[config.mk]
export PLATFORM = sky130hd
export DESIGN_NAME = mkic_kernel
export DESIGN_NICKNAME = d
export VERILOG_FILES = /design/src/hdl/mkic_pkg.sv /design/src/hdl/mkic_kernel.sv
export SDC_FILE = /design/constraint.sdc
export NUM_CORES = 2
export LEC_CHECK = 0
export BUFFER_PORTS_ARGS = -buffer_cell sky130_fd_sc_hd__buf_4
export CELL_PAD_IN_SITES_DETAIL_PLACEMENT = 1
export CELL_PAD_IN_SITES_GLOBAL_PLACEMENT = 1
export CORE_ASPECT_RATIO = 1.5
export CORE_MARGIN = 2
export CORE_UTILIZATION = 46
export CTS_BUF_LIST = sky130_fd_sc_hd__clkbuf_2 sky130_fd_sc_hd__clkbuf_4 sky130_fd_sc_hd__clkbuf_8
export DETAILED_ROUTE_END_ITERATION = 10
export PLACE_DENSITY = 0.88
export SETUP_SLACK_MARGIN = 0.02
export SYNTH_ARGS = -nofsm -noshare
export SYNTH_HDL_FRONTEND = slang
export SYNTH_SLANG_ARGS = --single-unit
[constraint.sdc]
create_clock -name clk -period 7.7 [get_ports clk]
set_input_delay 0.77 -clock clk [delete_from_list [all_inputs] [get_ports clk]]
set_output_delay 0.77 -clock clk [all_outputs]
set_load 0.1 [all_outputs]
[src/hdl/mkic_pkg.sv]
// Shared types and constants for the multi-kernel image convolver.
`timescale 1ns / 1ps
package mkic_pkg;
  localparam int DEF_MAX_WIDTH  = 1024;
  localparam int DEF_MAX_HEIGHT = 1024;
  localparam int POS_W          = 14;
  localparam int CFG_DATA_W     = 11;
  localparam int CFG_IDX_W      = 2;
  localparam int ACC_W          = 25;
  localparam int MIN_SIZE       = 5;

  typedef logic [7:0] pix_t;
  typedef pix_t [4:0] col_t;
  typedef col_t [4:0] win_t;

  typedef enum logic [2:0] {
    MODE_CROSS = 3'd0,
    MODE_DIAG  = 3'd1,
    MODE_LAPL  = 3'd2,
    MODE_SHARP = 3'd3,
    MODE_EMBOS = 3'd4,
    MODE_GAUSS = 3'd5
  } mode_e;

  typedef enum logic [CFG_IDX_W-1:0] {
    REG_MODE   = 2'd0,
    REG_WIDTH  = 2'd1,
    REG_HEIGHT = 2'd2
  } reg_idx_e;

  typedef struct packed {
    logic [9:0] col;
    logic [9:0] row;
    logic       last;
  } meta_t;

  localparam logic [ACC_W-1:0] G_CORNER = 25'd49;
  localparam logic [ACC_W-1:0] G_EDGE1  = 25'd513;
  localparam logic [ACC_W-1:0] G_EDGE2  = 25'd1121;
  localparam logic [ACC_W-1:0] G_INDIAG = 25'd5347;
  localparam logic [ACC_W-1:0] G_INCROS = 25'd11679;
  localparam logic [ACC_W-1:0] G_CENTER = 25'd25509;
  localparam logic [ACC_W-1:0] G_ROUND  = 25'd51200;
  localparam logic [25:0]      RECIP25  = 26'd5243;
  localparam logic [22:0]      RECIP5   = 23'd3277;
endpackage

[src/hdl/mkic_kernel.sv]
// Kernel arithmetic: three stages from the window to the output register.
`timescale 1ns / 1ps
module mkic_kernel (
  input  logic                  clk,
  input  logic                  rst_n,
  input  logic                  en,
  input  logic [2:0]            mode,
  input  mkic_pkg::win_t        win,
  input  logic                  emit_in,
  input  mkic_pkg::meta_t       meta_in,
  output logic                  out_valid,
  output logic [7:0]            out_value,
  output mkic_pkg::meta_t       out_meta
);
  logic                  vc_r, vd_r, ve_r;
  mkic_pkg::meta_t       mc_r, md_r, me_r;
  logic signed [12:0]    sc_r, sc_nxt;
  logic [10:0]           g0_r, g1_r, g2_r, g3_r, g4_r;
  logic [7:0]            g5_r;
  logic [mkic_pkg::ACC_W-1:0] acc_r, acc_nxt;
  logic [7:0]            vd_val_r, vd_nxt, ve_val_r, ve_nxt;
  logic [10:0]           n8;
  logic [22:0]           p5;
  logic [mkic_pkg::ACC_W-1:0] rsum;
  logic [25:0]           p25;
  logic [8:0]            q25;

  function automatic logic [10:0] px(input mkic_pkg::win_t w, input int r, input int c);
    px = 11'(w[c][r]);
  endfunction

  assign n8 = px(win,2,2) + px(win,2,3) + px(win,2,4) + px(win,3,2) + px(win,3,4)
            + px(win,4,2) + px(win,4,3) + px(win,4,4);

  always_comb begin
    sc_nxt = '0;
    case (mode)
      mkic_pkg::MODE_CROSS: sc_nxt = 13'(px(win,2,3) + px(win,4,3) + px(win,3,2)
                                       + px(win,3,4) + px(win,3,3) + 11'd2);
      mkic_pkg::MODE_DIAG:  sc_nxt = 13'(px(win,0,0) + px(win,1,1) + px(win,2,2)
                                       + px(win,3,3) + px(win,4,4));
      mkic_pkg::MODE_LAPL:  sc_nxt = $signed({2'b0, px(win,3,3)} << 3) - $signed({2'b0, n8});
      mkic_pkg::MODE_SHARP: sc_nxt = $signed(({2'b0, px(win,3,3)} << 3) + {2'b0, px(win,3,3)})
                                   - $signed({2'b0, n8});
      mkic_pkg::MODE_EMBOS: sc_nxt = $signed({2'b0, px(win,3,4) + px(win,4,3) + px(win,4,4)})
                                   - $signed({2'b0, px(win,2,2) + px(win,2,3) + px(win,3,2)});
      default:              sc_nxt = '0;
    endcase
  end

  always_ff @(posedge clk) begin
    if (!rst_n) begin
      vc_r <= 1'b0;
      vd_r <= 1'b0;
      ve_r <= 1'b0;
    end else if (en) begin
      vc_r <= emit_in;
      vd_r <= vc_r;
      ve_r <= vd_r;
    end
  end

  always_ff @(posedge clk) begin
    if (en) begin
      mc_r <= meta_in;
      sc_r <= sc_nxt;
      g0_r <= px(win,0,0) + px(win,0,4) + px(win,4,0) + px(win,4,4);
      g1_r <= px(win,0,1) + px(win,0,3) + px(win,1,0) + px(win,3,0)
            + px(win,1,4) + px(win,3,4) + px(win,4,1) + px(win,4,3);
      g2_r <= px(win,0,2) + px(win,2,0) + px(win,2,4) + px(win,4,2);
      g3_r <= px(win,1,1) + px(win,1,3) + px(win,3,1) + px(win,3,3);
      g4_r <= px(win,1,2) + px(win,2,1) + px(win,2,3) + px(win,3,2);
      g5_r <= win[2][2];
      md_r <= mc_r;
      acc_r <= acc_nxt;
      vd_val_r <= vd_nxt;
      me_r <= md_r;
      ve_val_r <= ve_nxt;
    end
  end

  assign p5 = 23'(sc_r[10:0]) * mkic_pkg::RECIP5;
  assign acc_nxt = mkic_pkg::G_CORNER * 25'(g0_r) + mkic_pkg::G_EDGE1 * 25'(g1_r)
                 + mkic_pkg::G_EDGE2 * 25'(g2_r) + mkic_pkg::G_INDIAG * 25'(g3_r)
                 + mkic_pkg::G_INCROS * 25'(g4_r) + mkic_pkg::G_CENTER * 25'(g5_r);

  always_comb begin
    vd_nxt = '0;
    case (mode)
      mkic_pkg::MODE_CROSS, mkic_pkg::MODE_DIAG: vd_nxt = p5[21:14];
      mkic_pkg::MODE_LAPL, mkic_pkg::MODE_SHARP, mkic_pkg::MODE_EMBOS: begin
        if (sc_r < 0) vd_nxt = 8'd0;
        else if (sc_r > 13'sd255) vd_nxt = 8'd255;
        else vd_nxt = sc_r[7:0];
      end
      default: vd_nxt = '0;
    endcase
  end

  assign rsum = acc_r + mkic_pkg::G_ROUND;
  assign p25  = 26'(rsum[24:12]) * mkic_pkg::RECIP25;
  assign q25  = p25[25:17];

  always_comb begin
    if (mode == mkic_pkg::MODE_GAUSS) begin
      ve_nxt = q25[8] ? 8'd255 : q25[7:0];
    end else begin
      ve_nxt = vd_val_r;
    end
  end

  assign out_valid = ve_r;
  assign out_value = ve_val_r;
  assign out_meta  = me_r;
endmodule

[Word-level counts from Yosys, hierarchy flattened]
Index checks and enable logic that the tools add are counted.
Operators by class
  add/subtract/negate cells: 48
  multipliers: 8
  order comparisons: 2
  equal/unequal tests: 5
  mux-type cells: 6
  reductions and logical operators: 3
Operators by type and width (number)
  $add 11x8->11: 10
  $add 9x8->10: 9
  $add 8x8->9: 9
  $add 10x8->11: 7
  $pmux 13 s5: 1
  $add 11x8->12: 3
  $mux 8: 4
  $mul 13x13->26 const B: 1
  $add 23x24->25: 1
  $add 25x16->25 const B: 1
  $add 25x23->25: 1
  $add 25x25->25: 1
  $mul 14x11->25 const A: 1
  $mul 13x11->24 const A: 1
  $add 22x22->23: 1
  $mul 15x8->23 const A: 1
  $add 17x21->22: 1
  $mul 11x11->22 const A: 1
  $mul 11x12->22 const B: 1
  $mul 10x11->21 const A: 1
  $mul 6x11->17 const A: 1
  $pmux 8 s2: 1
  $add 12x2->13 const B: 1
  $gt 13x9->1 const B: 1
  10 further kinds: 12
Storage, ports and cells
  register bits: 183
  bits of input ports: 228
  output and inout port bits: 30
  word-level logic and storage cells: 94

[Longest topological paths before layout]
  depth in word-level cells: 9
  gate-level depth with buffers: 26
  mapped depth without buffers: 26

[Worst setup path after synthesis]
Ideal clock, no wire load.
  path kind: register to register
  start point: register g4_r[4]
  end point: register acc_r[24] in the netlist's numbering (data pin)
  setup time: 150 ps
  data arrival time: 7164 ps
  required time: 7550 ps
  slack: 386 ps
  cell stages (with the launch flop): 27
  buffers on the path: 0
  period minus slack after synthesis: 7314 ps
  cell sequence: edfxtp_1 fa_1 inv_1 fa_1 inv_1 fa_1 fa_1 inv_1 fa_1 inv_1 fa_1 inv_1 fa_1 inv_1 fa_1 inv_1 fa_1 inv_1 ha_1 a21o_1 a21o_1 a21o_1 a31oi_4 nor4_1 or3_4 a2111o_1 o211ai_2
Between the ends
  cells in the longest elaborated chain, start to end: 3
Ends and longest elaborated chain
  start: declaration: RTL line mkic_kernel.sv:18  | logic [10:0] g0_r, g1_r, g2_r, g3_r, g4_r;
  start signal: assignment: RTL line mkic_kernel.sv:72  | g4_r <= px(win,1,2) + px(win,2,1) + px(win,2,3) + px(win,3,2);
  $mul 14x11->25: RTL line mkic_kernel.sv:85  | + mkic_pkg::G_INCROS * 25'(g4_r) + mkic_pkg::G_CENTER * 25'(g5_r);
  $add 25x25->25: RTL line mkic_kernel.sv:85
  $add 25x23->25: RTL line mkic_kernel.sv:85
  net acc_nxt (one bit): RTL line mkic_kernel.sv:20  | logic [mkic_pkg::ACC_W-1:0] acc_r, acc_nxt;
  end signal: assignment: RTL line mkic_kernel.sv:75  | acc_r <= acc_nxt;
  end: declaration: RTL line mkic_kernel.sv:20
The timed path passes the listed nets, and every way through them passes these cells.
A chain may end at the register's enable or synchronous reset.

[Worst setup path in the final report]
  start point: register g5_r[0]
  end point: register acc_r[24] in the netlist's numbering (data pin)
Between the ends
  cells in the longest elaborated chain, start to end: 2
Ends and longest elaborated chain
  start: declaration: RTL line mkic_kernel.sv:19  | logic [7:0] g5_r;
  start signal: assignment: RTL line mkic_kernel.sv:73  | g5_r <= win[2][2];
  $mul 15x8->23: RTL line mkic_kernel.sv:85
  $add 25x23->25: RTL line mkic_kernel.sv:85
  net acc_nxt (one bit): RTL line mkic_kernel.sv:20
The timed path passes the listed nets, and every way through them passes these cells.

==> results.cfg <==
[finish]
area_delta_synth_final_pct = 12.2
final_util_pct = 51.9
nNetsFinal = 4427
fillCellCount = 7336
drive_gt1_share_pct = 11.6

[clock_network]
clockRootBuffer = clkbuf_8
insertion_delay_ps = 550
htreeDepth = 4
clkSinkCount = 168
ctsHoldBuffers = 0
clk_path_buf_depth = 2
cts_tree = done
cts_made_buffers = 17
clk_pin_slew_ps = 130

[sta]
fin_crit_ps = 7560
period_share_pct = 98.1
fin_ws_ps = 145
finalSetupViolCount = 0
whs_ps = 382
setup_tns_ps = 0
slew_violations = 0
fmax_mhz = 132
relSlewSlack_pct = 37.8
fin_skew_ps = 36.4
rsz0062_at_grt = false
worstMarginPinSlew_ps = 926
hold_violations = 0

[critical_path]
cp.required_ps = 8100
cp.arrival_ps = 7960
critPathLaunchType = flop
startpoint = g5_r[0]$_DFFE_PP_
r2r-start = g5_r[0]$_DFFE_PP_
crit_type = flop to flop
reg2reg_depth = 24
crit_path_end_kind = flop
cp_common_cell = fa_1
slowest_stage = fa_1
cpPeakStageDelay_ps = 610
crit_chain = fa_1 -> ha_1 -> fa_1 -> fa_1 -> inv_1 -> fa_1 -> inv_1 -> fa_1 -> inv_1 -> fa_1 -> inv_1 -> fa_1 -> inv_1 -> fa_1 -> inv_1 -> ha_1 -> a21o_1 -> a21o_1 -> a21o_1 -> a31oi_4 -> nor4_4 -> or3_4 -> a2111o_1 -> o211ai_2
cp_max_fo = 4

[synth]
synth_flop_cell = edfxtp_1
synthMuxAreaShare_pct = 0.301
synth.net_count = 4126
synth_top_family_by_area = adder cells
avgSynthCellArea_um2 = 11.1
ys_warn_count = 0
synth-edff-count = 165
synth_top_area_share_pct = 38.1
synth_top_cell_by_area = fa_1
ys_types = 68
synth_cells = 2760
synth_area_leaders = fa_1 38%, ha_1 22%, edfxtp_1 16%, inv_1 10%, xnor2_1 2.2%
ys_ff_latch = 168
synth_xor_area_share_pct = 3.47
synth_compound_area_share_pct = 5.92
yosysSeqAreaShare_pct = 16.3
asyncSetResetFlopFracSynth_pct = 0
yosys.area_share.simple_pct = 2.88
synthAdderAreaFrac_pct = 60.6
synth_area_um2 = 30800

[grt]
grt_overflow = 0
top_usage_layer = met2
antenna_found_initial = 3
use_met3_pct = 4.46
grtUsageTotal_pct = 29.9
grt_max_degree = 74
grt_pass1_vias = 26700
grt_use_met1_pct = 26.2
grt_pass1_wl_mm = 152
use_met2_pct = 56.4

[worst_hold_path]
hold_depth = 1
hold_class = input port to flop
min_from = meta_in[10]

[floorplan]
initial_utilization_pct = 46.3
fp.coreArea_um2 = 66500
die_area_um2 = 69000
die_x_um = 215
io_pins = 258
die_h_um = 321
rows = 116

[route]
viasPerCell = 5.41
drtIter0Drc = 941
drc_errors = 0
wire_per_inst_um = 25.3
routed_wirelength_mm = 100
vias = 21400
first_pass_iters = 5
ant_nets = 0

[placed_design]
dpl_worst_slack_ps = -93.4
io_buffers = 257
globalplace.congestion = 0.991
dpl.hpwl_mm = 89.7

[status]
status = finished, final reports clean

[job]
max_cap_viol_count = 0
-- worst max-delay path: cells and delay by family, from the launching register on --
| kind | cells | cell delay [ps] |
|---|---|---|
| adder cells (fa/ha/maj) | 10 | 4800 |
| AO/OA/AOI/OAI | 6 | 1300 |
| flip-flops | 1 | 480 |
| AND/OR/NAND/NOR | 2 | 460 |
| buffers and inverters | 6 | 380 |
-- stage by stage --
step           cells  area (um^2)
5_1_grt         3962        34500
3_3_place_gp    3916        33900
3_5_place_dp    3916        33900
4_1_cts         3949        34400
6_report        3962        34500
2_1_floorplan   2760        30800
-- per-layer routing --
metal  vias up  share of wire (%)
met4         0                 12
met3       461                4.0
li1       9193                  -
met2       825                 53
met5         -                  0
met1     10900                 30
-- registers in the layout, indices dropped and copies added, names as in the netlist, 10 cells and up --
signal,cells
acc_r,14
g0_r,10
g1_r,11
g2_r,10
g3_r,10
g4_r,10
mc_r,21
md_r,21
out_meta,21
sc_r,13
-- cell type report --
type | instances | area, um^2 | area share [%]
flip-flops and latches | 168 | 5010 | 14.5
clock inverters | 15 | 206 | 0.598
multi-input cells | 1726 | 22500 | 65.3
clock buffers | 17 | 234 | 0.678
well taps | 885 | 1110 | 3.21
inverters | 858 | 3220 | 9.33
repair buffers | 290 | 2180 | 6.33
diodes | 3 | 7.51 | 0.0217
-- cells by family (layout without fill, tap and decap cells) --
logic type | count (synthesis) | in the layout
and+or+nand+nor | 180 | 180
DFF | 168 | 168
xor gates and xnor gates | 121 | 121
other | 0 | 3
muxes | 9 | 9
AOI/OAI and AO/OA | 278 | 278
adders and majority gates | 1138 | 1138
buffers and inverters | 866 | 1180
-- cell usage after synthesis (5+ instances only) --
cell type	count
nor3_1	16
o21ai_1	5
nand2_1	38
o21ai_0	49
inv_1	858
fa_1	585
nand3_1	13
or3_1	6
mux2i_1	7
a22oi_1	9
clkbuf_1	7
edfxtp_1	165
nor2b_1	10
ha_1	553
a21o_1	35
a31oi_1	13
a21oi_1	90
nor2_1	53
or2_2	9
o21bai_1	27
xnor2_1	76
nand4_1	7
o21a_1	6
xor2_1	44
nand2b_1	7
-- final timing paths --
check / to / slack, ps
worst max-delay path: acc_r[24]$_DFFE_PP_ / 140
worst min-delay path: mc_r[10]$_DFFE_PP_ / 380
worst max register to register: acc_r[24]$_DFFE_PP_ / 140
worst min register to register: out_meta[15]$_DFFE_PP_ / 410
-- what timing repair did --
action                                  in CTS  in global routing
endpoints found under the setup margin       2                  8
endpoints found under the hold margin        0                  0
pin swaps                                    5                 11
resized for setup                            4                  8
setup buffers                                1                 10
-- cells in the final DEF, fill, tap and decap left out, types with 4 or more instances in the layout --
cell type | netlist | routed
a21boi_0 | 4 | 4
a21o_1 | 35 | 35
a21oi_1 | 90 | 88
a22oi_1 | 9 | 9
a31oi_1 | 13 | 12
and2_1 | 4 | 4
and3_1 | 4 | 4
buf_4 | 0 | 288
clkbuf_8 | 0 | 17
clkinv_8 | 0 | 7
edfxtp_1 | 165 | 165
fa_1 | 585 | 584
ha_1 | 553 | 552
inv_1 | 858 | 855
mux2i_1 | 7 | 7
nand2_1 | 38 | 38
nand2b_1 | 7 | 7
nand3_1 | 13 | 13
nand4_1 | 7 | 7
nor2_1 | 53 | 53
nor2b_1 | 10 | 10
nor3_1 | 16 | 16
o211ai_1 | 4 | 4
o21a_1 | 6 | 6
o21ai_0 | 49 | 49
o21ai_1 | 5 | 4
o21bai_1 | 27 | 27
o22ai_1 | 4 | 4
or2_2 | 9 | 9
or3_1 | 6 | 6
xnor2_1 | 76 | 76
xor2_1 | 44 | 44
Power is not shown: default switching activity piles up to over one toggle a cycle in this logic, so the estimate is an artifact.
