File: src/hdl/mkic_pkg.sv
// Shared types and constants for the multi-kernel image convolver.
`timescale 1ns / 1ps
package mkic_pkg;
  localparam int DEF_MAX_WIDTH  = 1024;
  localparam int DEF_MAX_HEIGHT = 1024;
  localparam int POS_W          = 14;
  localparam int CFG_DATA_W     = 11;
  localparam int CFG_IDX_W      = 2;
  localparam int ACC_W          = 25;
  localparam int MIN_SIZE       = 5;

  typedef logic [7:0] pix_t;
  typedef pix_t [4:0] col_t;
  typedef col_t [4:0] win_t;

  typedef enum logic [2:0] {
    MODE_CROSS = 3'd0,
    MODE_DIAG  = 3'd1,
    MODE_LAPL  = 3'd2,
    MODE_SHARP = 3'd3,
    MODE_EMBOS = 3'd4,
    MODE_GAUSS = 3'd5
  } mode_e;

  typedef enum logic [CFG_IDX_W-1:0] {
    REG_MODE   = 2'd0,
    REG_WIDTH  = 2'd1,
    REG_HEIGHT = 2'd2
  } reg_idx_e;

  typedef struct packed {
    logic [9:0] col;
    logic [9:0] row;
    logic       last;
  } meta_t;

  localparam logic [ACC_W-1:0] G_CORNER = 25'd49;
  localparam logic [ACC_W-1:0] G_EDGE1  = 25'd513;
  localparam logic [ACC_W-1:0] G_EDGE2  = 25'd1121;
  localparam logic [ACC_W-1:0] G_INDIAG = 25'd5347;
  localparam logic [ACC_W-1:0] G_INCROS = 25'd11679;
  localparam logic [ACC_W-1:0] G_CENTER = 25'd25509;
  localparam logic [ACC_W-1:0] G_ROUND  = 25'd51200;
  localparam logic [25:0]      RECIP25  = 26'd5243;
  localparam logic [22:0]      RECIP5   = 23'd3277;
endpackage

File: src/hdl/mkic_col_cell.sv
// One window column cell: holds five pixels and passes them to its neighbor.
`timescale 1ns / 1ps
module mkic_col_cell (
  input  logic          clk,
  input  logic          rst_n,
  input  logic          load,
  input  mkic_pkg::col_t col_in,
  output mkic_pkg::col_t col_out
);
  mkic_pkg::col_t col_r;

  always_ff @(posedge clk) begin
    if (!rst_n) begin
      col_r <= '0;
    end else if (load) begin
      col_r <= col_in;
    end
  end

  assign col_out = col_r;
endmodule

File: config.mk
export PLATFORM = sky130hd
export DESIGN_NAME = mkic_col_cell
export DESIGN_NICKNAME = d
export VERILOG_FILES = /design/src/hdl/mkic_pkg.sv /design/src/hdl/mkic_col_cell.sv
export SDC_FILE = /design/constraint.sdc
export NUM_CORES = 1
export LEC_CHECK = 0
export ABC_AREA = 0
export ABC_CLOCK_PERIOD_IN_PS = 1300
export BUFFER_PORTS_ARGS = -buffer_cell sky130_fd_sc_hd__buf_2
export CORE_MARGIN = 2
export CORE_UTILIZATION = 47
export CTS_CLUSTER_SIZE = 20
export DETAILED_ROUTE_END_ITERATION = 12
export PLACE_DENSITY = 0.92
export SLEW_MARGIN = 25
export SYNTH_ARGS = -nofsm -noshare
export SYNTH_HDL_FRONTEND = slang
export SYNTH_SLANG_ARGS = --single-unit
File: constraint.sdc
create_clock -name clk -period 1.3 [get_ports clk]
set_input_delay 0.325 -clock clk [delete_from_list [all_inputs] [get_ports clk]]
set_output_delay 0.325 -clock clk [all_outputs]
set_load 0.005 [all_outputs]
Yosys cells after proc, flatten, opt, wreduce, memory -nomap -nowiden
Cells that the tools add are included.
- $add $sub $neg: 0
- divide/modulo/power cells: 0
- $mul: 0
- equal/unequal tests: 0
- shifts and indexed selects: 0
- bitwise logic cells: 0
- order comparisons: 0
- reduce and logical (&&, ||, !) cells: 0
- multiplexer cells: 0
- RAM bits: 0
- register bits after elaboration: 40
- input port bits: 43
- memory bits (read-only): 0
- latch bits: 0
- memories: 0

Depth between registers and ports, before layout
Gate-level depths: netlist of the first run.
- depth in word-level cells: 0
- gate-level depth with buffers: 4

Worst setup path before layout of the first run
Ideal clock, no wire load.
- kind: in2reg
- start point: input load
- end point: register col_r (netlist bit col_out[0])
- setup slack: 0.387 ns
- arrival: 0.797 ns
- setup time: 0.116 ns
- required time: 1.184 ns
- buffers on the path: 2
- stages: 4
- path through: buf_6 buf_12 mux2i_1 nor2b_1
- RTL lines (item ; line ; text):
    start, declared ; mkic_col_cell.sv:6 ; input logic load,
    end signal, assigned ; mkic_col_cell.sv:16 ; col_r <= col_in;
    end, declared ; mkic_col_cell.sv:10 ; mkic_pkg::col_t col_r;

Final worst setup path of the first run
- start point: register col_r (netlist bit col_out[16])
- end point: output col_out[16] (netlist bit)
- RTL lines (item ; line ; text):
    end, declared ; mkic_col_cell.sv:8 ; output mkic_pkg::col_t col_out
No word-level cell between the ends.

==> results_dict.tcl, run 1 <==
set metrics [dict create \
    status "finished clean" \
    drt_iter0_markers 36 \
    dp.cells 249 \
    cts_setup_buffers 0 \
    synth_flop_cell "dfxtp_1" \
    port_buffers 82 \
    clkPwrFrac_pct 25.2 \
    coreArea_um2 3100 \
    ctsHoldBuffers 0 \
    p_sw_w 0.000530 \
    drv_cap 0 \
    period_minus_slack_ps 1120 \
    syn_nets 172 \
    yosysSeqAreaShare_pct 51.4 \
    grt_pass1_vias 1072 \
    drive_above_1_share_pct 42.9 \
    dr.pass1.iters 3 \
    drcViolationCount 0 \
    synth.top_cells.by_count "dfxtp_1, mux2i_1, nor2b_1" \
    root_buffer "clkbuf_4" \
    wire_per_inst_um 11.0 \
    crit_buf_inv 1 \
    min_path_type "in2reg" \
    crit_path_max_fanout 2 \
    seq_power_share_pct 59.9 \
    routed_wl_um 2820 \
    pwr-share-comb_pct 14.9 \
    yosysTopAreaCellShare_pct 51.4 \
    slew_headroom_pct 90.7 \
    cts_made_buffers 5 \
    path_delay_family "flip-flops" \
    yosys_warnings 0 \
    avgSynthCellArea_um2 12.1 \
    stdcell_count 256 \
    synth_cell_types 6 \
    synth_area_leaders "dfxtp_1, mux2i_1, nor2b_1" \
    whs_ps 251 \
    syn-cell-area_um2 1560 \
    dp_hpwl_um 2090 \
    post_cts_resized 0 \
    clock-skew-final_ps 0 \
    antenna_found_initial 0 \
    cts-htree-levels 2 \
    viasPerCell 4.47 \
    gp_congestion 0.667 \
    fmax_ghz 0.889 \
    yosys_register_bits 40 \
    syn2layout_area_growth_pct 29.9 \
    path_clk_slew_ps 110 \
    rows 20 \
    critPathSlowestCell "dfxtp_1" \
    crit_path_start_kind "flop" \
    largest_reg_flops 40 \
    syn_inst 129 \
    worst_pin_slew_ps 136 \
    async_reset_ff_share_pct 0 \
    nets 255 \
    slew_violations 0 \
    endpoint_kind "output pin" \
    cts_max_path_buffers 2 \
    diodes 0 \
    critical_path_class "reg2out" \
    setup_tns_ps 0 \
    cpPeakStageDelay_ps 360 \
    ios 83 \
    clk_latency_ps 320 \
    hold_violations 0 \
    critPathRequiredTime_ps 980 \
    path_cells "buf_2" \
    die_w_um 61.6 \
    grt_setup_unrepaired "false" \
    initial_core_util_pct 50.2 \
    antenna_left 0 \
    vias 1144 \
    cts_tree "yes" \
    final_util_pct 65.2 \
    die_h_um 61.6 \
    synth_area_leader_cell "dfxtp_1" \
    power_density_nw_per_um2 1100 \
    grt_max_degree 34 \
    cell_internal_pwr_w 0.00170 \
    cts.sinks 40 \
    grt-ovfl-total 0 \
    grt_pass1_wl_um 4390 \
    p_sw_share_pct 23.8 \
    track_usage_pct 15.7 \
    ir_drop_mv 0.624 \
    arrival_ps 800 \
    fp.dieArea_um2 3790 \
    p_leak_nw 1.06 \
    finalSetupViolCount 0 \
    n_fill_cell 286 \
    fin_crit_sh_pct 86.5 \
    synth-edff-count 0 \
]
[path summary, 6_finish.rpt]
path,startpoint,cells past startpoint,to,slack [ps]
max,col_out[16],1,col_out[16],180
min,col_in[31],3,col_out[31],250
max reg2reg,col_out[13],2,col_out[13],680
min reg2reg,col_out[24],2,col_out[24],520
[metrics by stage]
stage | power [W] | setup WS (ps) | cell area, µm²
CTS | 0.00225 | 156 | 2020
global route | 0.00235 | 111 | 2020
detailed placement | 0.00170 | 237 | 1980
floorplan | 0.00155 | 387 | 1560
finish | 0.00223 | 175 | 2020
global placement | 0.00169 | 258 | 1980
[cells by family after synthesis]
| family | after synthesis | synth area share (%) |
|---|---|---|
| mux | 40 | 25.7 |
| flops | 40 | 51.4 |
| simple gates | 40 | 16.1 |
| buf+inv | 9 | 6.83 |
[routing by layer]
| layer | part of all wire [%] | track usage (%) | vias to the layer above |
|---|---|---|---|
| li1 | - | - | 591 |
| met1 | 43 | 18.0 | 499 |
| met2 | 48 | 26.8 | 50 |
| met3 | 7.9 | 5.25 | 4 |
| met4 | 1.0 | 6.38 | 0 |
| met5 | 0 | 0 | - |
[power groups by stage]
stage	Sequential (W)	Combinational [W]	Clock, W
5_1_grt	0.00134	0.000373	0.000635
2_1_floorplan	0.00137	0.000186	0
4_1_cts	0.00133	0.000337	0.000577
3_5_place_dp	0.00136	0.000338	0
6_report	0.00133	0.000331	0.000562
3_3_place_gp	0.00136	0.000328	0
[placed cells by master (no fill, tap or decap)]
| master | instances |
|---|---|
| clkbuf_4 | 5 |
| clkinv_2 | 1 |
| buf_12 | 3 |
| clkbuf_1 | 1 |
| nor2b_1 | 40 |
| buf_2 | 82 |
| mux2i_1 | 40 |
| dfxtp_1 | 40 |
[final cells by class]
type	instances	area (µm²)	area share (%)
tap	44	55.1	2.72
multi-input combinational	80	651	32.2
clock inverter	1	5.00	0.247
clock buffer	6	41.3	2.04
timing repair buffer	85	470	23.3
sequential	40	801	39.6
(Power assumes the default switching activity.)
==> run 2, diff against run 1 <==
CORE_UTILIZATION = 40   (was 47)
CTS_CLUSTER_SIZE = 16   (was 20)
PLACE_DENSITY = 0.82   (was 0.92)
==> results_dict.tcl, run 2 (synthesis results as in run 1) <==
set metrics [dict create \
    status "finished clean" \
    die_w_um 66.4 \
    crit_path_max_fanout 2 \
    cts-htree-levels 2 \
    power_density_nw_per_um2 1290 \
    antenna_found_initial 0 \
    cpPeakStageDelay_ps 340 \
    fin_crit_sh_pct 81.8 \
    crit_buf_inv 1 \
    cts_made_buffers 5 \
    whs_ps 300 \
    dr.pass1.iters 2 \
    critPathRequiredTime_ps 980 \
    port_buffers 82 \
    slew_headroom_pct 90.4 \
    seq_power_share_pct 48.9 \
    cts.sinks 40 \
    path_delay_family "flip-flops" \
    stdcell_area_um2 2110 \
    coreArea_um2 3720 \
    viasPerCell 4.40 \
    die_h_um 66.4 \
    post_cts_resized 0 \
    cell_internal_pwr_w 0.00217 \
    wire_per_inst_um 10.7 \
    slew_violations 0 \
    critical_path_class "reg2out" \
    grt_max_degree 41 \
    arrival_ps 740 \
    p_sw_w 0.000554 \
    fp.dieArea_um2 4410 \
    gp_congestion 0.694 \
    cts_max_path_buffers 2 \
    clock-skew-final_ps 0 \
    drt_iter0_markers 19 \
    dpl_cell_area_um2 1980 \
    cts_setup_buffers 0 \
    layout_commonest_cell "buf_2" \
    endpoint_kind "output pin" \
    fmax_ghz 0.940 \
    worst_pin_slew_ps 140 \
    min_path_type "in2reg" \
    track_usage_pct 13.4 \
    diodes 0 \
    root_buffer "clkbuf_8" \
    ir_drop_mv 0.833 \
    drive_above_1_share_pct 43.7 \
    dp.cells 253 \
    drcViolationCount 0 \
    p_sw_share_pct 20.3 \
    rows 22 \
    p_leak_nw 1.10 \
    cts_tree "yes" \
    routed_wl_um 2780 \
    critPathSlowestCell "dfxtp_1" \
    pwr-share-comb_pct 12.1 \
    clk_latency_ps 270 \
    period_minus_slack_ps 1060 \
    final_cell_mix "buf_2, mux2i_1, nor2b_1, dfxtp_1, clkbuf_8" \
    ios 83 \
    path_cells "buf_2" \
    n_fill_cell 342 \
    crit_path_start_kind "flop" \
    dp_hpwl_um 2080 \
    grt_setup_unrepaired "false" \
    path_clk_slew_ps 70 \
    setup_tns_ps 0 \
    antenna_left 0 \
    clkPwrFrac_pct 39.0 \
    initial_core_util_pct 41.9 \
    vias 1148 \
    syn2layout_area_growth_pct 35.3 \
    grt_pass1_wl_um 4440 \
    largest_reg_flops 40 \
    finalSetupViolCount 0 \
    drv_cap 0 \
    ctsHoldBuffers 0 \
    grt-ovfl-total 0 \
    nets 255 \
    hold_violations 0 \
    stdcell_count 261 \
    grt_pass1_vias 1063 \
]
==> run 2: changes by cell type in the layout (fill, tap and decap cells not counted) <==
cell       previous run  this run
clkbuf_1              1         0
bufinv_16             0         1
clkbuf_8              0         7
clkinv_2              1         0
clkbuf_4              5         0
==> run 2: per-layer routing <==
layer | share of wire [%] | vias up | GRT usage (%)
li1 | - | 585 | -
met5 | 0 | - | 0
met2 | 50 | 44 | 24.4
met1 | 43 | 517 | 14.2
met3 | 6.9 | 2 | 3.41
met4 | 0.97 | 0 | 6.89
==> run 2: stage by stage <==
step	util (%)	total power, W	worst slack (ps)
global placement	53.3	0.00169	258
CTS	56.7	0.00277	221
floorplan	-	0.00155	387
detailed placement	53.3	0.00170	235
finish	56.7	0.00273	236
global route	56.7	0.00287	184
==> run 2: worst register-to-register path, delay by kind of cell (launching register included) <==
family / cells / cell delay, ps
and+or+nand+nor: 1 / 60
muxes: 1 / 140
DFF: 1 / 320
==> run 2: power groups by stage <==
stage | logic (W) | registers (W) | clock network (W)
after floorplan | 0.000186 | 0.00137 | 0
after global placement | 0.000331 | 0.00136 | 0
after detailed placement | 0.000338 | 0.00136 | 0
after CTS | 0.000337 | 0.00133 | 0.00110
after global routing | 0.000368 | 0.00134 | 0.00116
final | 0.000331 | 0.00133 | 0.00106
==> run 2: final timing paths <==
check | startpoint | to | slack [ps] | cells past startpoint
max | col_out[20] | col_out[20] | 240 | 1
min | col_in[9] | col_out[9] | 300 | 3
max reg2reg | col_out[24] | col_out[24] | 680 | 2
min reg2reg | col_out[3] | col_out[3] | 510 | 2
==> run 2: final cells by class <==
type	instances	area, µm²	share of cell area, %
Clock buffer	7	96.3	4.57
Clock inverter	1	30.0	1.42
Multi-Input combinational cell	80	651	30.9
Sequential cell	40	801	38.0
Tap cell	48	60.1	2.85
Timing Repair Buffer	85	470	22.3
==> run 3, diff against run 2 <==
ABC_AREA = 1   (was 0)
ABC_CLOCK_PERIOD_IN_PS = 900   (was 1300)
PLACE_DENSITY = 0.83   (was 0.82)
clock period = 0.9 ns   (was 1.3 ns; I/O delays follow)
==> results_dict.tcl, run 3 <==
set metrics [dict create \
    synth_area_leader_cell "dfxtp_1" \
    grt-ovfl-total 0 \
    slew_headroom_pct 71.8 \
    diodes 0 \
    fp.dieArea_um2 4680 \
    clock-skew-final_ps 0 \
    yosys_register_bits 40 \
    dp_slack_ps -189 \
    largest_reg_flops 40 \
    grt_setup_unrepaired "true" \
    path_clk_slew_ps 70 \
    period_minus_slack_ps 951 \
    nets 376 \
    synth_top_family_by_area "simple AND/OR/NAND/NOR gates" \
    synth_area_leaders "dfxtp_1, nand2_1, nor2_1" \
    grt_pass1_vias 1170 \
    worst_pin_slew_ps 423 \
    grt_max_degree 45 \
    synth_compound_area_share_pct 0 \
    cts_max_path_buffers 2 \
    syn2layout_area_growth_pct 40.1 \
    synthAdderAreaFrac_pct 0 \
    async_reset_ff_share_pct 0 \
    critical_path_class "reg2out" \
    startpoint "col_out[13]" \
    coreArea_um2 4000 \
    synth-edff-count 0 \
    cts_made_buffers 5 \
    clk_latency_ps 280 \
    muxShareOfSynthArea_pct 0 \
    antenna_found_initial 0 \
    die_h_um 68.4 \
    min_path_type "in2reg" \
    rr_startpoint "col_out[34]" \
    syn_nets 296 \
    viasPerCell 4.07 \
    endpoint_kind "output pin" \
    avgSynthCellArea_um2 6.55 \
    cts_tree "yes" \
    path_cells "buf_2" \
    crit_buf_inv 1 \
    synthXorXnorAreaFrac_pct 0 \
    track_usage_pct 13.8 \
    critPathSlowestCell "dfxtp_2" \
    crit_path_max_fanout 2 \
    final_cell_mix "nor2_1, nand2_1, buf_2" \
    grt_pass1_wl_um 4820 \
    drv_cap 0 \
    die_w_um 68.4 \
    r2r_cells 3 \
    slew_violations 0 \
    status "finished with violations" \
    p_leak_nw 1.39 \
    wire_per_inst_um 8.67 \
    final_util_pct 58.1 \
    vias 1559 \
    crit_path_start_kind "flop" \
    cts.sinks 40 \
    crit_cells 1 \
    fin_crit_sh_pct 106 \
    syn_inst 253 \
    yosysTopAreaCellShare_pct 48.3 \
    synth_cell_types 7 \
    arrival_ps 730 \
    ff2ff_setup_slack_ps 230 \
    yosys.area_share.simple_pct 36.2 \
    path_delay_family "flip-flops" \
    gp_congestion 0.628 \
    finalSetupViolCount 40 \
    dp_hpwl_um 2170 \
    drive_above_1_share_pct 39.9 \
    n_fill_cell 368 \
    fmax_ghz 1.05 \
    crit_end "col_out[13]" \
    fin_ws_ps -50.8 \
    antenna_left 0 \
    dr.pass1.iters 4 \
    drcViolationCount 0 \
    initial_core_util_pct 41.4 \
    power_density_nw_per_um2 1650 \
    synth_flop_cell "dfxtp_1" \
    cts-htree-levels 2 \
    rows 23 \
    syn-cell-area_um2 1660 \
    port_buffers 82 \
    ir_drop_mv 0.958 \
    routed_wl_um 3320 \
    yosys_warnings 0 \
    ios 83 \
    yosysSeqAreaShare_pct 48.3 \
    drt_iter0_markers 48 \
    cpPeakStageDelay_ps 330 \
    synth.top_cells.by_count "nand2_1, nor2_1, dfxtp_1, inv_1, buf_6" \
    critPathRequiredTime_ps 670 \
    root_buffer "clkbuf_8" \
    hold_violations 0 \
    reg2reg_to "col_out[34]" \
    violations "negative setup slack" \
]
-- run 3: changes by cell type after synthesis, sizes merged, moves of 8 or more --
cell and delta:
buf +8, inv +40, mux2i -40, nand2 +80, nor2 +80, nor2b -40
-- run 3: power breakdown --
part	switching, W	internal [W]	leakage (nW)
Combinational	0.000280	0.000322	0.991
Sequential	0.0000688	0.00192	0.344
Clock	0.000567	0.000682	0.0503
-- run 3: kinds of logic (layout without fill, tap and decap cells) --
kind of cell / after synthesis / in the layout
buf+inv: 53 / 133
flops: 40 / 40
simple gates: 160 / 160
-- run 3: area by class of cell --
| type | instances | area, µm² | share of cell area (%) |
|---|---|---|---|
| sequential | 40 | 851 | 36.6 |
| timing repair buffer | 86 | 562 | 24.2 |
| inverter | 40 | 150 | 6.47 |
| clock buffer | 7 | 96.3 | 4.15 |
| tap | 50 | 62.6 | 2.69 |
| multi-input combinational | 160 | 601 | 25.9 |
-- run 3: stage by stage --
| step | area [µm²] | setup TNS, ps | instances | hold WS, ps | total power [W] |
|---|---|---|---|---|---|
| 2_1_floorplan | 1660 | 0 | 253 | 413 | 0.00231 |
| 3_3_place_gp | 2060 | -5430 | 374 | 453 | 0.00252 |
| 3_5_place_dp | 2060 | -6300 | 374 | 459 | 0.00254 |
| 4_1_cts | 2220 | -2290 | 382 | 207 | 0.00382 |
| 5_1_grt | 2320 | -2920 | 383 | 215 | 0.00406 |
| 6_report | 2320 | -1620 | 383 | 220 | 0.00384 |
-- run 3: how the worst min path moves through the flow --
stage | startpoint | end | slack (ps) | cells after the start
after detailed placement | col_out[8] | col_out[8] | 460 | 2
after floorplan | col_in[0] | col_out[0] | 410 | 4
after global placement | col_out[23] | col_out[23] | 450 | 2
final | col_in[24] | col_out[24] | 220 | 5
after CTS | col_in[24] | col_out[24] | 210 | 5
after global routing | col_in[27] | col_out[27] | 220 | 5
-- run 3: what timing repair did --
| item | in CTS | in global routing |
|---|---|---|
| endpoints found under the setup margin | 40 | 42 |
| buffers inserted | 1 | 1 |
| resized for setup | 39 | 17 |
| hold buffers | 0 | 0 |
-- run 3: per-layer routing --
metal / share of wire, % / global-route usage, %
met4: 0.90 / 6.75
met5: 0 / 0
met1: 46 / 15.9
met2: 47 / 22.5
met3: 6.6 / 4.93
